`config.mk`:
```
export PLATFORM = sky130hd
export DESIGN_NAME = gzhc_engine
export DESIGN_NICKNAME = d
export VERILOG_FILES = /design/src/hdl/gzhc_pkg.sv /design/src/hdl/gzhc_engine.sv
export SDC_FILE = /design/constraint.sdc
export NUM_CORES = 1
export LEC_CHECK = 0
export BUFFER_PORTS_ARGS = -buffer_cell sky130_fd_sc_hd__buf_2
export CELL_PAD_IN_SITES_DETAIL_PLACEMENT = 1
export CELL_PAD_IN_SITES_GLOBAL_PLACEMENT = 1
export CORE_MARGIN = 2
export CORE_UTILIZATION = 49
export CTS_BUF_LIST = sky130_fd_sc_hd__clkbuf_16
export DETAILED_ROUTE_END_ITERATION = 10
export GPL_TIMING_DRIVEN = 1
export PLACE_DENSITY_LB_ADDON = 0.15
export SLEW_MARGIN = 30
export SYNTH_ARGS = -nofsm -noshare
export SYNTH_HDL_FRONTEND = slang
export SYNTH_SLANG_ARGS = --single-unit
```
`constraint.sdc`:
```
create_clock -name clk_i -period 7.5 [get_ports clk_i]
set_clock_uncertainty 0.1 [all_clocks]
set_input_delay 0.75 -clock clk_i [delete_from_list [all_inputs] [get_ports clk_i]]
set_output_delay 0.75 -clock clk_i [all_outputs]
set_load 0.02 [all_outputs]
```
`src/hdl/gzhc_pkg.sv`:
```
// Package with the payload types, status codes and CRC32 step of the gzip framing checker.
package gzhc_pkg;

  typedef enum logic [1:0] {
    CMD_CONTAINER = 2'd0,
    CMD_PAYLOAD   = 2'd1,
    CMD_END       = 2'd2,
    CMD_RESTART   = 2'd3
  } cmd_e;

  typedef struct packed {
    logic [1:0] cmd;
    logic [7:0] data_byte;
  } gzhc_in_t;

  typedef struct packed {
    logic [3:0]  status;
    logic [31:0] mod_time;
    logic [7:0]  extra_flags;
    logic [7:0]  os_code;
    logic        text_flag;
  } gzhc_out_t;

  typedef struct packed {
    cmd_e       kind;
    logic [7:0] data;
  } gzhc_item_t;

  localparam logic [3:0] ST_OK       = 4'd0;
  localparam logic [3:0] ST_HDR_DONE = 4'd1;
  localparam logic [3:0] ST_MEMBER   = 4'd2;
  localparam logic [3:0] ST_BAD_ID1  = 4'd3;
  localparam logic [3:0] ST_BAD_ID2  = 4'd4;
  localparam logic [3:0] ST_BAD_CM   = 4'd5;
  localparam logic [3:0] ST_RSV_FLG  = 4'd6;
  localparam logic [3:0] ST_HCRC     = 4'd7;
  localparam logic [3:0] ST_DCRC     = 4'd8;
  localparam logic [3:0] ST_SIZE     = 4'd9;
  localparam logic [3:0] ST_SEQ      = 4'd10;

  localparam logic [7:0]  ID1_BYTE  = 8'h1F;
  localparam logic [7:0]  ID2_BYTE  = 8'h8B;
  localparam logic [7:0]  CM_DEFL   = 8'd8;
  localparam logic [31:0] CRC_POLY  = 32'hEDB88320;
  localparam logic [31:0] CRC_INIT  = 32'hFFFFFFFF;

  function automatic logic [31:0] crc_byte(input logic [31:0] crc, input logic [7:0] b);
    logic [31:0] c;
    c = crc ^ {24'd0, b};
    for (int i = 0; i < 8; i++) begin
      c = c[0] ? ((c >> 1) ^ CRC_POLY) : (c >> 1);
    end
    return c;
  endfunction

endpackage

```
`src/hdl/gzhc_engine.sv`:
```
// Back end: header, payload and trailer checking, with a two-entry result queue.
module gzhc_engine (
  input  logic                 clk_i,
  input  logic                 rst_ni,
  input  logic                 valid_i,
  output logic                 take_o,
  input  gzhc_pkg::gzhc_item_t item_i,
  output logic                 empty,
  input  logic                 pop,
  output gzhc_pkg::gzhc_out_t  result_o
);
  import gzhc_pkg::*;

  localparam logic [3:0] PH_ID1 = 4'd0, PH_ID2 = 4'd1, PH_CM = 4'd2, PH_FLG = 4'd3;
  localparam logic [3:0] PH_MTIME = 4'd4, PH_XFL = 4'd5, PH_OS = 4'd6, PH_XLEN = 4'd7;
  localparam logic [3:0] PH_EXTRA = 4'd8, PH_NAME = 4'd9, PH_COMMENT = 4'd10;
  localparam logic [3:0] PH_HCRC = 4'd11, PH_PAYLOAD = 4'd12, PH_TRAILER = 4'd13;
  localparam logic [3:0] PH_DONE = 4'd14, PH_ERROR = 4'd15;

  logic [3:0]  phase_q, phase_d;
  logic [15:0] fc_q, fc_d, xlen_q, xlen_d;
  logic [31:0] fs_q, fs_d, crc_q, crc_d, cnt_q, cnt_d, time_q, time_d;
  logic [3:0]  opt_q, opt_d;
  logic [7:0]  xfl_q, xfl_d, os_q, os_d;
  logic        text_q, text_d;
  logic [3:0]  st;
  logic        do_adv;
  logic [3:0]  adv_from;
  logic [3:0]  adv_ph;
  logic [31:0] shifted;
  logic [16:0] fc_inc;
  logic [7:0]  b;

  gzhc_out_t  oq_q [2];
  logic       owp_q, orp_q;
  logic [1:0] ocnt_q;
  logic       opop;

  // Options: bit 0 header CRC, bit 1 extra, bit 2 name, bit 3 comment.
  function automatic logic [3:0] next_section(input logic [3:0] opt, input logic [3:0] from);
    if (opt[1] && from < PH_XLEN)    return PH_XLEN;
    if (opt[2] && from < PH_NAME)    return PH_NAME;
    if (opt[3] && from < PH_COMMENT) return PH_COMMENT;
    if (opt[0] && from < PH_HCRC)    return PH_HCRC;
    return PH_PAYLOAD;
  endfunction

  assign take_o  = valid_i && (ocnt_q != 2'd2);
  assign b       = item_i.data;
  assign shifted = fs_q | ({24'd0, b} << {fc_q[1:0], 3'b000});
  assign fc_inc  = {1'b0, fc_q} + 17'd1;
  assign adv_ph  = next_section(opt_q, adv_from);

  always_comb begin
    phase_d = phase_q; fc_d = fc_q; xlen_d = xlen_q; fs_d = fs_q; crc_d = crc_q;
    cnt_d = cnt_q; opt_d = opt_q; time_d = time_q; xfl_d = xfl_q; os_d = os_q;
    text_d = text_q; st = ST_OK; do_adv = 1'b0; adv_from = phase_q;
    if (take_o) begin
      if (phase_q == PH_ERROR) begin
        st = fc_q[3:0];
      end else begin
        case (item_i.kind)
          CMD_CONTAINER: begin
            if (phase_q <= PH_COMMENT) crc_d = crc_byte(crc_q, b);
            case (phase_q)
              PH_ID1: begin
                if (b != ID1_BYTE) st = ST_BAD_ID1;
                else phase_d = PH_ID2;
              end
              PH_ID2: begin
                if (b != ID2_BYTE) st = ST_BAD_ID2;
                else phase_d = PH_CM;
              end
              PH_CM: begin
                if (b != CM_DEFL) st = ST_BAD_CM;
                else phase_d = PH_FLG;
              end
              PH_FLG: begin
                text_d = b[0];
                opt_d  = b[4:1];
                if (b[7:5] != 3'd0) st = ST_RSV_FLG;
                else begin
                  phase_d = PH_MTIME; fc_d = '0; fs_d = '0;
                end
              end
              PH_MTIME: begin
                fs_d = shifted;
                if (fc_q == 16'd3) begin
                  time_d = shifted; phase_d = PH_XFL; fc_d = '0;
                end else fc_d = fc_inc[15:0];
              end
              PH_XFL: begin
                xfl_d = b; phase_d = PH_OS;
              end
              PH_OS: begin
                os_d = b; do_adv = 1'b1;
              end
              PH_XLEN: begin
                if (fc_q == 16'd0) begin
                  fs_d = {24'd0, b}; fc_d = 16'd1;
                end else begin
                  xlen_d = {b, fs_q[7:0]};
                  if ({b, fs_q[7:0]} == 16'd0) begin
                    do_adv = 1'b1; adv_from = PH_EXTRA;
                  end else begin
                    phase_d = PH_EXTRA; fc_d = '0;
                  end
                end
              end
              PH_EXTRA: begin
                if (fc_inc >= {1'b0, xlen_q}) do_adv = 1'b1;
                else fc_d = fc_inc[15:0];
              end
              PH_NAME, PH_COMMENT: begin
                if (b == 8'd0) do_adv = 1'b1;
              end
              PH_HCRC: begin
                if (fc_q == 16'd0) begin
                  fs_d = {24'd0, b}; fc_d = 16'd1;
                end else if ({b, fs_q[7:0]} != ~crc_q[15:0]) st = ST_HCRC;
                else do_adv = 1'b1;
              end
              PH_TRAILER: begin
                fs_d = shifted;
                fc_d = fc_inc[15:0];
                if (fc_q == 16'd3) begin
                  if (shifted != ~crc_q) st = ST_DCRC;
                  else fs_d = '0;
                end else if (fc_q == 16'd7) begin
                  if (shifted != cnt_q) st = ST_SIZE;
                  else begin
                    phase_d = PH_DONE; fc_d = '0; st = ST_MEMBER;
                  end
                end
              end
              default: st = ST_SEQ;
            endcase
          end
          CMD_PAYLOAD: begin
            if (phase_q != PH_PAYLOAD) st = ST_SEQ;
            else begin
              crc_d = crc_byte(crc_q, b); cnt_d = cnt_q + 32'd1;
            end
          end
          CMD_END: begin
            if (phase_q != PH_PAYLOAD) st = ST_SEQ;
            else begin
              phase_d = PH_TRAILER; fc_d = '0; fs_d = '0;
            end
          end
          default: begin
            if (phase_q != PH_DONE) st = ST_SEQ;
            else begin
              phase_d = PH_ID1; fc_d = '0; fs_d = '0; crc_d = CRC_INIT;
            end
          end
        endcase
        if (do_adv) begin
          fc_d = '0; fs_d = '0; phase_d = adv_ph;
          if (adv_ph == PH_PAYLOAD) begin
            crc_d = CRC_INIT; cnt_d = '0; st = ST_HDR_DONE;
          end
        end
        // Every failure code lands here; the code is kept in the field counter.
        if (st >= ST_BAD_ID1) begin
          phase_d = PH_ERROR; fc_d = {12'd0, st};
        end
      end
    end
  end

  always_ff @(posedge clk_i or negedge rst_ni) begin
    if (!rst_ni) begin
      phase_q <= PH_ID1; fc_q <= '0; xlen_q <= '0; fs_q <= '0; crc_q <= CRC_INIT;
      cnt_q <= '0; opt_q <= '0; time_q <= '0; xfl_q <= 8'd3; os_q <= 8'd255;
      text_q <= 1'b0;
    end else begin
      phase_q <= phase_d; fc_q <= fc_d; xlen_q <= xlen_d; fs_q <= fs_d; crc_q <= crc_d;
      cnt_q <= cnt_d; opt_q <= opt_d; time_q <= time_d; xfl_q <= xfl_d; os_q <= os_d;
      text_q <= text_d;
    end
  end

  assign empty    = (ocnt_q == 2'd0);
  assign opop     = pop && !empty;
  assign result_o = oq_q[orp_q];

  always_ff @(posedge clk_i or negedge rst_ni) begin
    if (!rst_ni) begin
      owp_q <= 1'b0; orp_q <= 1'b0; ocnt_q <= 2'd0;
    end else begin
      if (take_o) owp_q <= !owp_q;
      if (opop) orp_q <= !orp_q;
      ocnt_q <= ocnt_q + {1'b0, take_o} - {1'b0, opop};
    end
  end

  always_ff @(posedge clk_i) begin
    if (take_o) begin
      oq_q[owp_q] <= '{status: st, mod_time: time_d, extra_flags: xfl_d,
                       os_code: os_d, text_flag: text_d};
    end
  end

  a_err_sticky: assert property (@(posedge clk_i) disable iff (!rst_ni)
    phase_q == PH_ERROR |=> phase_q == PH_ERROR && $stable(fc_q))
    else $error("error phase left");
  a_ocnt_max: assert property (@(posedge clk_i) disable iff (!rst_ni) ocnt_q <= 2'd2)
    else $error("result queue overfilled");
  a_take_room: assert property (@(posedge clk_i) disable iff (!rst_ni)
    (ocnt_q == 2'd2) |-> !take_o)
    else $error("item taken without result room");

endmodule

```
==> impl_summary.txt, run 1 <==
----------------------------------------------------
[Yosys]
  Register bit total from synthesis ... ~300
  Most numerous cell in the Yosys netlist ... sky130_fd_sc_hd__nand2_1
  Fraction of synthesized cell area taken by the top area cell type ... between 20% and 30%
  Share of flip-flops with an asynchronous set or reset ... 64.1%
  Number of cells produced by synthesis ... 1607
  Post-Synthesis Cell Area ... 16100 µm²
  Cell types with the largest area share after synthesis ... sky130_fd_sc_hd__dfrtp_1 (23%), sky130_fd_sc_hd__edfxtp_1 (20%), sky130_fd_sc_hd__dfstp_2 (6.8%), sky130_fd_sc_hd__mux2_2 (5.6%), sky130_fd_sc_hd__xnor2_1 (4.7%)
  Synth unique cells ... 74
  Post-synthesis sequential area ratio ... just under 50%
  Most area-hungry cell type in the Yosys netlist ... sky130_fd_sc_hd__dfrtp_1
  Most common library cells after synthesis ... sky130_fd_sc_hd__nand2_1 (156), sky130_fd_sc_hd__dfrtp_1 (147), sky130_fd_sc_hd__nor2_1 (117)
  Leading register cell type out of synthesis ... sky130_fd_sc_hd__dfrtp_1
  Average size of a mapped cell ... ~10 µm²
  Number of enable-type register cells in the synthesized netlist ... 106
  Nets in the synthesized netlist ... about 1600
  Yosys warning total ... 0

[Die]
  Horizontal extent of the die ... approximately 190 µm
  Ports ... between 60 and 70
  Floorplan die area ... around 34000 µm²
  Starting density of the core ... between 40% and 50%
  # rows ... 66
  Die extent in y ... 185 µm
  Core Area ... between 30000 and 40000 µm²

[Final layout]
  Multi-input combinational cell area ... approximately 7500 µm²
  Nets@finish ... approximately 1700
  Number of fill cells in the layout ... 3572
  Area growth from synthesis to layout ... 11.1%
  Fraction of layout cells with a size suffix above 1 ... 18.3%
  Total inserted antenna cells ... 0
  Filler-free cell count of the finished design ... around 2100
  Sequential standard cell area ... between 7000 and 8000 µm²

[Clock network]
  Clock buffer depth ... 3
  Number of clock buffers inserted by TritonCTS ... 34
  Skew-Pair Late Insertion Delay ... between 0.5 and 0.6 ns
  Maximum level of the CTS H-tree ... 2
  Total clock sinks ... slightly below 300
  Root Buffer Master ... sky130_fd_sc_hd__clkbuf_16
  Clock-pin slew on the worst setup and hold paths ... 0.05 ns
  Resized cells post-CTS ... 0
  Cts hold-fix bufs ... 0
  Buffers inserted during post-CTS setup optimization ... 0
  Clock tree from TritonCTS ... done

[Worst setup path]
  Critical path buffer and inverter count ... 3
  Critical path startpoint category ... register
  Worst setup path class ... reg -> reg
  Data arrival time of the worst path ... roughly 6.4 ns
  Critical path's largest stage delay ... about 0.8 ns
  Kind of cell adding the most delay to the critical path ... simple AND/OR/NAND/NOR gates
  Library cell contributing the largest single delay on the critical path ... sky130_fd_sc_hd__a31o_1
  Cell-by-cell listing of the critical path ... inv_2 -> nor2_1 -> nand4_1 -> nor2_1 -> and3_1 -> nand3_1 -> xnor2_1 -> ha_1 -> nand4_1 -> nor4_1 -> nor3_1 -> o2111a_1 -> a31oi_1 -> buf_4 -> nor3b_1 -> a211oi_2 -> buf_4 -> a31o_1 -> nor2_2 -> a22o_1
  Critical Path End Type ... register
  Crit path max fanout ... 27
  Crit path required time ... between 7 and 8 ns

[Timing]
  Unrepaired setup endpoints after global routing ... no
  Total negative setup slack ... 0 ns
  Transition time at the pin with the least slew margin ... 1.02 ns
  Clock period minus final worst setup slack ... about 6 ns
  Slew margin rel. ... roughly a third
  Post-route clock period utilization ... about 81%
  Final setup viols ... 0
  Final hold violations ... 0
  Total count of max-transition violations in the final report ... 0
  Worst hold-check slack ... around 0.16 ns
  Achievable frequency ... about 160 MHz

[Flow run]
  Number of maximum-capacitance constraint violations ... 0

[Pwr]
  Switching Power ... ~3.1 mW
  Clock network power share ... between 20% and 30%
  Gate power share ... about two fifths
  Share of total power in sequential cells ... between 30% and 40%
  Peak supply drop ... slightly above 0.0003 V
  Pwr Density ... between 400 and 500 nW/µm²
  Leakage dissipation ... 7.35 nW
  Switch share ... around two fifths
  Internal portion of total power ... between 4 and 5 mW
  Total power of the final layout ... ~7.5 mW

[Place]
  RD Place Congestion ... ~0.92
  Placed insts ... approximately 2000
  IO Port Bufs ... about 70
  Sum of net half-perimeters after detailed placement ... 36400 µm

[Global routing]
  Number of global-route vias before repair ... approximately 14000
  Initial antenna violation count ... 1
  Maximum number of pins on one net before global-route repair ... 71
  Congestion Overflow GR ... 0
  Total routing usage reported by global routing ... a little under a third
  Global-route wire length before repair ... 81300 µm

[Drt]
  Vias after detailed routing ... ~13000
  Average wire length per cell after detail routing ... roughly 25 µm
  Vias per std cell ... 6.29
  Total routed wirelength ... around 53000 µm
  Count of nets left with antenna violations after detail routing ... 0
  First-pass detailed-route iteration total ... 5
  Detailed Route Iter0 Violations ... about 1100
  Count of unresolved DRC violations after routing ... 0

[Worst hold path]
  Worst hold-check path type ... in -> async

[Status]
  Outcome ... completed

----------------------------------------------------
==> power by group through the flow <==
stage | combinational [mW] | clock, mW | sequential, mW
after floorplan | 2.38 | 0 | 2.38
after global placement | 2.99 | 0 | 2.65
after detailed placement | 3.05 | 0 | 2.68
after CTS | 3.09 | 1.72 | 2.66
after global routing | 3.37 | 1.79 | 2.72
final | 3.11 | 1.69 | 2.68
==> cells in the final DEF (no fill, tap or decap), types with 42 or more instances in the layout <==
cell,instances
sky130_fd_sc_hd__dfstp_2,42
sky130_fd_sc_hd__dfrtp_1,146
sky130_fd_sc_hd__o21ai_0,104
sky130_fd_sc_hd__nand2_1,156
sky130_fd_sc_hd__nand3_1,42
sky130_fd_sc_hd__buf_2,67
sky130_fd_sc_hd__edfxtp_1,106
sky130_fd_sc_hd__mux2_2,80
sky130_fd_sc_hd__a21oi_1,96
sky130_fd_sc_hd__xnor2_1,86
sky130_fd_sc_hd__nor2_1,116
sky130_fd_sc_hd__inv_1,59
sky130_fd_sc_hd__xor2_1,55
==> logic make-up (layout without fill, tap and decap cells) <==
| family | count (synthesis) | after routing | share of synthesized area [%] |
|---|---|---|---|
| AND/OR/NAND/NOR | 501 | 501 | 15.1 |
| AO/OA/AOI/OAI | 392 | 392 | 15.8 |
| flip-flops | 295 | 295 | 49.4 |
| buffers and inverters | 170 | 208 | 4.30 |
| XOR/XNOR | 142 | 142 | 7.72 |
| multiplexers | 81 | 81 | 5.68 |
| adder cells (fa/ha/maj) | 26 | 26 | 2.02 |
==> metal layers <==
| layer | GRT usage, % | part of all wire, % | up-vias | routed length (µm) |
|---|---|---|---|---|
| met4 | 12.2 | 3.8 | 4 | 2010 |
| met5 | 0.741 | 0.087 | - | 46 |
| met1 | 42.6 | 43 | 6653 | 23100 |
| li1 | - | - | 5794 | - |
| met2 | 49.6 | 46 | 531 | 24300 |
| met3 | 6.17 | 6.9 | 141 | 3660 |
==> state kept, by name, indices dropped and copies added (netlist names), 8 cells and up <==
| signal | cells |
|---|---|
| os_q | 8 |
| fc_q | 16 |
| fs_q | 32 |
| xfl_q | 8 |
| oq_q | 106 |
| time_q | 32 |
| xlen_q | 16 |
| cnt_q | 32 |
| crc_q | 32 |
==> area by class of cell <==
cell class,instances,area share [%]
sequential,295,44.5
multi-input combinational,1142,41.9
clock buffer,35,4.89
timing repair buffer,97,3.16
tap,442,3.09
clock inverter,27,1.48
inverter,49,1.03
==> through the flow <==
stage | utilization [%] | instance area (µm²) | setup WS (ns)
floorplan | - | 16100 | 2.21
global placement | 51.6 | 16800 | 1.65
detailed placement | 51.7 | 16800 | 1.49
CTS | 55.2 | 17900 | 1.48
global route | 55.2 | 17900 | 0.864
finish | 55.2 | 17900 | 1.41
==> path summary, 6_finish.rpt <==
check | start | endpoint | slack, ns | depth (start not counted)
min in group clk_i | opt_q[1] | opt_q[1] | 0.40 | 1
min | rst_ni | opt_q[0] | 0.16 | 1
min reg2reg | opt_q[1] | opt_q[1] | 0.40 | 1
max reg2reg | fc_q[1] | fc_q[5] | 1.41 | 20
max in group asynchronous | rst_ni | cnt_q[11] | 5.82 | 2
max | fc_q[1] | fc_q[5] | 1.41 | 20
No activity file was read; power rests on OpenSTA's default activity.
==> inputs of run 2 (changes only) <==
CORE_UTILIZATION = 45   (was 49)
clock period = 4.97 ns   (was 7.5 ns; I/O delays follow)
==> run 2 against run 1 <==
Compared with the run above: sequential power is 50% higher; die area is 8.7% higher; clock power is 44% higher; sequential cell count stayed put.
==> impl_summary.txt, run 2 (synthesis gave the netlist of run 1 again) <==
----------------------------------------------------
[Timing]
  Final setup viols ... 0 (unchanged)
  Slew margin rel. ... 35.0% (was 32.3%)
  Total count of max-transition violations in the final report ... 0 (unchanged)
  Worst hold-check slack ... 0.269 ns (was 0.155 ns)
  Achievable frequency ... 211 MHz (was 164 MHz)
  Post-route clock period utilization ... 95.4% (was 81.2%)
  Clock period minus final worst setup slack ... 4.74 ns (was 6.09 ns)
  Unrepaired setup endpoints after global routing ... no (unchanged)
  Final hold violations ... 0 (unchanged)
  Transition time at the pin with the least slew margin ... 0.973 ns (was 1.02 ns)

[Worst setup path]
  Data arrival time of the worst path ... 5.07 ns (was 6.40 ns)
  Critical path startpoint category ... register (unchanged)
  Crit path required time ... 5.30 ns (was 7.81 ns)
  Critical Path End Type ... register (unchanged)
  Crit path max fanout ... 46 (was 27)
  Worst setup path class ... reg -> reg (unchanged)

[Clock network]
  Clock-pin slew on the worst setup and hold paths ... 0.06 ns (was 0.05 ns)
  Clock buffer depth ... 3 (unchanged)
  Root Buffer Master ... sky130_fd_sc_hd__clkbuf_16 (unchanged)
  Number of clock buffers inserted by TritonCTS ... 34 (unchanged)
  Buffers inserted during post-CTS setup optimization ... 0 (unchanged)
  Maximum level of the CTS H-tree ... 2 (unchanged)
  Clock tree from TritonCTS ... done (unchanged)
  Total clock sinks ... 295 (unchanged)
  Skew-Pair Late Insertion Delay ... 0.55 ns (was 0.54 ns)

[Die]
  Horizontal extent of the die ... 193 µm (was 185 µm)
  Starting density of the core ... 45.5% (was 49.7%)
  Ports ... 69 (unchanged)
  # rows ... 69 (was 66)
  Core Area ... 35400 µm² (was 32500 µm²)
  Die extent in y ... 193 µm (was 185 µm)
  Floorplan die area ... 37300 µm² (was 34400 µm²)

[Drt]
  Vias after detailed routing ... 12962 (was 13123)
  First-pass detailed-route iteration total ... 5 (unchanged)
  Average wire length per cell after detail routing ... 24.6 µm (was 25.5 µm)
  Detailed Route Iter0 Violations ... 1174 (was 1051)
  Count of unresolved DRC violations after routing ... 0 (unchanged)
  Count of nets left with antenna violations after detail routing ... 0 (unchanged)
  Vias per std cell ... 6.08 (was 6.29)
  Total routed wirelength ... 52400 µm (was 53100 µm)

[Final layout]
  Fraction of layout cells with a size suffix above 1 ... 20.0% (was 18.3%)
  Area growth from synthesis to layout ... 12.4% (was 11.1%)
  Flip-flop count of the largest register, all copies and words added ... 106 (unchanged)
  Commonest cells after routing, fill and taps aside ... sky130_fd_sc_hd__nand2_1 (156), sky130_fd_sc_hd__dfrtp_1 (146), sky130_fd_sc_hd__nor2_1 (113) (was sky130_fd_sc_hd__nand2_1 (156), sky130_fd_sc_hd__dfrtp_1 (146), sky130_fd_sc_hd__nor2_1 (116))
  Nets@finish ... 1685 (was 1659)
  Final core area utilization ... 51.2% (was 55.2%)
  Register containing the most flip-flops in the final layout ... oq_q (unchanged)
  Most frequent standard cell in the layout excluding fill and tap cells ... sky130_fd_sc_hd__nand2_1 (unchanged)
  Total inserted antenna cells ... 0 (unchanged)

[Pwr]
  Leakage dissipation ... 7.44 nW (was 7.35 nW)
  Peak supply drop ... 0.000429 V (was 0.000304 V)
  Pwr Density ... 620 nW/µm² (was 418 nW/µm²)

[Flow run]
  Number of maximum-capacitance constraint violations ... 0 (unchanged)

[Global routing]
  Initial antenna violation count ... 1 (unchanged)
  Total routing usage reported by global routing ... 28.2% (was 31.4%)
  Maximum number of pins on one net before global-route repair ... 116 (was 71)
  Congestion Overflow GR ... 0 (unchanged)
  Global-route wire length before repair ... 82100 µm (was 81300 µm)
  Number of global-route vias before repair ... 13579 (was 13615)

[Worst hold path]
  Worst hold-check path type ... in -> reg (was in -> async)

[Place]
  RD Place Congestion ... 0.913 (was 0.920)
  Sum of net half-perimeters after detailed placement ... 37000 µm (was 36400 µm)
  IO Port Bufs ... 68 (unchanged)

[Status]
  Outcome ... completed (unchanged)

----------------------------------------------------
run 2: layout make-up:
type                       count  area [µm²]
clock buffer                  36         901
clock inverter                26         179
fill                        3928       17300
inverter                      49         184
multi-input combinational   1142        7510
sequential                   295        7970
tap                          461         577
timing repair buffer         123         798
run 2: through the flow:
| step | TNS, ns | std cells | setup slack, ns | power (mW) | area (µm²) |
|---|---|---|---|---|---|
| after global routing | 0 | 2132 | 0.00554 | 11.9 | 18100 |
| after global placement | 0 | 2068 | 0.0225 | 8.64 | 17000 |
| after detailed placement | -0.0919 | 2068 | -0.0425 | 8.77 | 17000 |
| after CTS | 0 | 2130 | 0.180 | 11.3 | 18100 |
| after floorplan | 0 | 1607 | 0.00183 | 7.18 | 16100 |
| final | 0 | 2132 | 0.227 | 11.2 | 18100 |
run 2: per-layer routing:
layer,GRT usage [%],vias to the layer above,share of wire [%]
li1,-,5863,-
met1,39.4,6575,45
met2,44.7,430,46
met3,4.93,94,6.2
met4,9.30,0,3.0
met5,0,-,0
run 2: what timing repair did:
action / in CTS / in global routing
resized for setup: 1 / 3
hold endpoints to repair: 0 / 36
setup endpoints to repair: 8 / 15
hold buffers: 0 / 1
run 2: power by group:
part / internal [mW] / switching (mW)
Sequential: 3.32 / 0.716
Clock: 1.38 / 1.05
Combinational: 1.89 / 2.89
run 2: worst paths after layout:
path                       slack (ns)  cells after the start          to  startpoint
min in group asynchronous        0.38                      2    fc_q[13]      rst_ni
hold reg to reg                  0.40                      1   ocnt_q[1]   ocnt_q[1]
max in group asynchronous        3.57                      3  time_q[19]      rst_ni
hold / removal                   0.27                      3       orp_q         pop
setup / recovery                 0.23                     12     fc_q[7]     fc_q[0]
setup reg to reg                 0.23                     12     fc_q[7]     fc_q[0]
run 2: critical path, stage by stage, from the launching register on:
cell and delay [ns]:
sky130_fd_sc_hd__dfrtp_1 0.40, sky130_fd_sc_hd__buf_4 0.29, sky130_fd_sc_hd__a31oi_1 0.74, sky130_fd_sc_hd__xnor2_1 0.13, sky130_fd_sc_hd__a2111oi_0 0.41, sky130_fd_sc_hd__buf_4 0.20
sky130_fd_sc_hd__nand4_1 0.25, sky130_fd_sc_hd__or4b_1 0.63, sky130_fd_sc_hd__a221oi_1 0.50, sky130_fd_sc_hd__a211oi_2 0.12, sky130_fd_sc_hd__a31o_2 0.40, sky130_fd_sc_hd__o21bai_1 0.20
sky130_fd_sc_hd__a22o_1 0.23
==> inputs of run 3 (changes only) <==
CORE_UTILIZATION = 49   (was 45)
clock period = 4.75 ns   (was 4.97 ns; I/O delays follow)
==> run 3 against run 2 <==
Compared with the run above: global-route usage increased by 2.7 points; count of clock-buffer cells in the layout decreased by 2; largest power group unchanged; sequential share of layout area decreased by 0.064 points; critical endpoint is now phase_q[0]; final cell count decreased by 0.42%.
==> impl_summary.txt, run 3 (synthesis gave the netlist of run 1 again) <==
----------------------------------------------------
[Worst setup path]
  Cell-by-cell listing of the critical path ... buf_4 -> nor2b_1 -> buf_4 -> a211o_1 -> a2111oi_1 -> buf_4 -> nand4_1 -> buf_4 -> o2111ai_1 -> o211ai_1 -> a211oi_2 -> buf_6 -> a21o_1 -> mux2_2 (was buf_4 -> a31oi_1 -> xnor2_1 -> a2111oi_0 -> buf_4 -> nand4_1 -> or4b_1 -> a221oi_1 -> a211oi_2 -> a31o_2 -> o21bai_1 -> a22o_1)
  Critical path startpoint category ... register (unchanged)
  Worst setup path start ... fc_q[1] (was fc_q[0])
  Crit path required time ... 5.05 ns (was 5.30 ns)
  Crit path max fanout ... 40 (was 46)
  Reg-to-reg setup timing slack ... 0.23 ns (about the same)
  Critical Path End Type ... register (unchanged)
  Data arrival time of the worst path ... 4.82 ns (was 5.07 ns)
  Library cell contributing the largest single delay on the critical path ... sky130_fd_sc_hd__a2111oi_1 (was sky130_fd_sc_hd__a31oi_1)
  Critical path capture point ... phase_q[0] (was fc_q[7])
  Critical path's largest stage delay ... 0.49 ns (was 0.74 ns)
  Capture instance of the worst register-to-register path ... phase_q[0] (was fc_q[7])
  Most used cell along the critical path ... sky130_fd_sc_hd__buf_4 (unchanged)
  Depth of the most critical reg-to-reg path ... 14 (was 12)
  Worst setup path class ... reg -> reg (unchanged)
  Reg-to-reg critical path startpoint ... fc_q[1] (was fc_q[0])

[Place]
  Sum of net half-perimeters after detailed placement ... 36800 µm (was 37000 µm)
  IO Port Bufs ... 68 (unchanged)
  Worst slack after detailed placement ... -0.101 ns (was -0.0425 ns)
  Placed inst area ... 17000 µm² (about the same)
  RD Place Congestion ... 0.963 (was 0.913)
  Placed insts ... 2058 (was 2068)

[Timing]
  Unrepaired setup endpoints after global routing ... yes (was no)
  Final hold violations ... 0 (unchanged)
  Post-route clock period utilization ... 95.1% (was 95.4%)
  Slew margin rel. ... 36.9% (was 35.0%)
  Crit path setup slack, layout ... 0.231 ns (was 0.227 ns)
  Clock period minus final worst setup slack ... 4.52 ns (was 4.74 ns)
  Transition time at the pin with the least slew margin ... 0.940 ns (was 0.973 ns)
  Worst hold-check slack ... 0.207 ns (was 0.269 ns)
  Final setup viols ... 0 (unchanged)
  Achievable frequency ... 221 MHz (was 211 MHz)
  Total negative setup slack ... 0 ns (unchanged)
  Total count of max-transition violations in the final report ... 0 (unchanged)

[Die]
  Ports ... 69 (unchanged)
  Floorplan die area ... 34400 µm² (was 37300 µm²)
  Horizontal extent of the die ... 185 µm (was 193 µm)
  Die extent in y ... 185 µm (was 193 µm)
  # rows ... 66 (was 69)
  Core Area ... 32500 µm² (was 35400 µm²)
  Starting density of the core ... 49.7% (was 45.5%)

[Final layout]
  Commonest cells after routing, fill and taps aside ... sky130_fd_sc_hd__nand2_1 (156), sky130_fd_sc_hd__dfrtp_1 (146), sky130_fd_sc_hd__nor2_1 (114) (was sky130_fd_sc_hd__nand2_1 (156), sky130_fd_sc_hd__dfrtp_1 (146), sky130_fd_sc_hd__nor2_1 (113))
  Filler-free cell count of the finished design ... 2123 (was 2132)
  Final core area utilization ... 55.9% (was 51.2%)
  Fraction of layout cells with a size suffix above 1 ... 20.4% (was 20.0%)
  Register containing the most flip-flops in the final layout ... oq_q (unchanged)
  Number of fill cells in the layout ... 3585 (was 3928)
  Total inserted antenna cells ... 0 (unchanged)
  Post-route cell area ... 18100 µm² (about the same)
  Flip-flop count of the largest register, all copies and words added ... 106 (unchanged)
  Nets@finish ... 1695 (was 1685)
  Area growth from synthesis to layout ... 12.6% (was 12.4%)
  Most frequent standard cell in the layout excluding fill and tap cells ... sky130_fd_sc_hd__nand2_1 (unchanged)

[Drt]
  Vias per std cell ... 6.20 (was 6.08)
  Vias after detailed routing ... 13166 (was 12962)
  Count of unresolved DRC violations after routing ... 0 (unchanged)
  First-pass detailed-route iteration total ... 5 (unchanged)
  Average wire length per cell after detail routing ... 24.5 µm (was 24.6 µm)
  Detailed Route Iter0 Violations ... 1232 (was 1174)
  Count of nets left with antenna violations after detail routing ... 0 (unchanged)
  Total routed wirelength ... 52100 µm (was 52400 µm)

[Worst hold path]
  Worst hold-check path type ... in -> reg (unchanged)

[Clock network]
  Root Buffer Master ... sky130_fd_sc_hd__clkbuf_16 (unchanged)
  Clock tree from TritonCTS ... done (unchanged)
  Total clock sinks ... 295 (unchanged)
  Skew-Pair Late Insertion Delay ... 0.53 ns (was 0.55 ns)
  Number of clock buffers inserted by TritonCTS ... 34 (unchanged)
  Maximum level of the CTS H-tree ... 2 (unchanged)
  Clock-pin slew on the worst setup and hold paths ... 0.06 ns (about the same)
  Clock buffer depth ... 3 (unchanged)

[Flow run]
  Number of maximum-capacitance constraint violations ... 0 (unchanged)

[Global routing]
  Number of global-route vias before repair ... 13438 (was 13579)
  Initial antenna violation count ... 0 (was 1)
  Congestion Overflow GR ... 0 (unchanged)
  Global-route wire length before repair ... 80800 µm (was 82100 µm)
  Total routing usage reported by global routing ... 30.9% (was 28.2%)
  Maximum number of pins on one net before global-route repair ... 91 (was 116)

[Pwr]
  Pwr Density ... 645 nW/µm² (was 620 nW/µm²)
  Leakage dissipation ... 7.48 nW (was 7.44 nW)
  Peak supply drop ... 0.000420 V (was 0.000429 V)
  Total power of the final layout ... 11.7 mW (was 11.2 mW)

[Status]
  Outcome ... completed (unchanged)

----------------------------------------------------
[run 3: layout make-up]
cell class / instances / area, µm² / share of cell area [%]
sequential: 295 / 7970 / 43.9
tap: 442 / 553 / 3.05
clock inverter: 28 / 201 / 1.11
clock buffer: 34 / 851 / 4.69
multi-input combinational: 1142 / 7540 / 41.5
inverter: 49 / 184 / 1.01
timing repair buffer: 133 / 855 / 4.71
[run 3: routing by layer]
layer  vias to the layer above  global-route usage [%]  part of all wire (%)
li1                       5876                       -                     -
met1                      6694                    44.0                    45
met2                       497                    50.0                    46
met3                        99                    3.81                   6.2
met4                         0                    8.51                   2.8
met5                         -                       0                     0
[run 3: repair_timing]
item                       4_1_cts  5_1_grt
pin swaps                        0        2
gates resized for setup          2       13
setup endpoints to repair       17       54
hold endpoints to repair        78        0
setup buffers                    0        2
hold buffers                     1        0
[run 3: report_power, final]
group          switching (mW)  internal (mW)  leakage, nW
clock                    1.08           1.38        0.542
sequential              0.758           3.47         3.41
combinational            3.02           2.01         3.53
[run 3: critical path: cells and delay by family (launching register included)]
family / cells / cell delay [ns]
flops: 1 / 0.44
buf+inv: 5 / 1.20
compound gates: 6 / 1.88
simple gates: 2 / 0.38
mux: 1 / 0.35
[run 3: worst min-delay path by stage]
stage / cells after the start / startpoint / endpoint / slack (ns)
global placement: 1 / ocnt_q[1] / ocnt_q[1] / 0.38
floorplan: 0 / rst_ni / cnt_q[0] / 0.08
finish: 3 / item_i[6] / fs_q[30] / 0.21
CTS: 3 / item_i[6] / fs_q[30] / 0.19
detailed placement: 1 / ocnt_q[1] / ocnt_q[1] / 0.39
global route: 3 / item_i[6] / fs_q[30] / 0.21
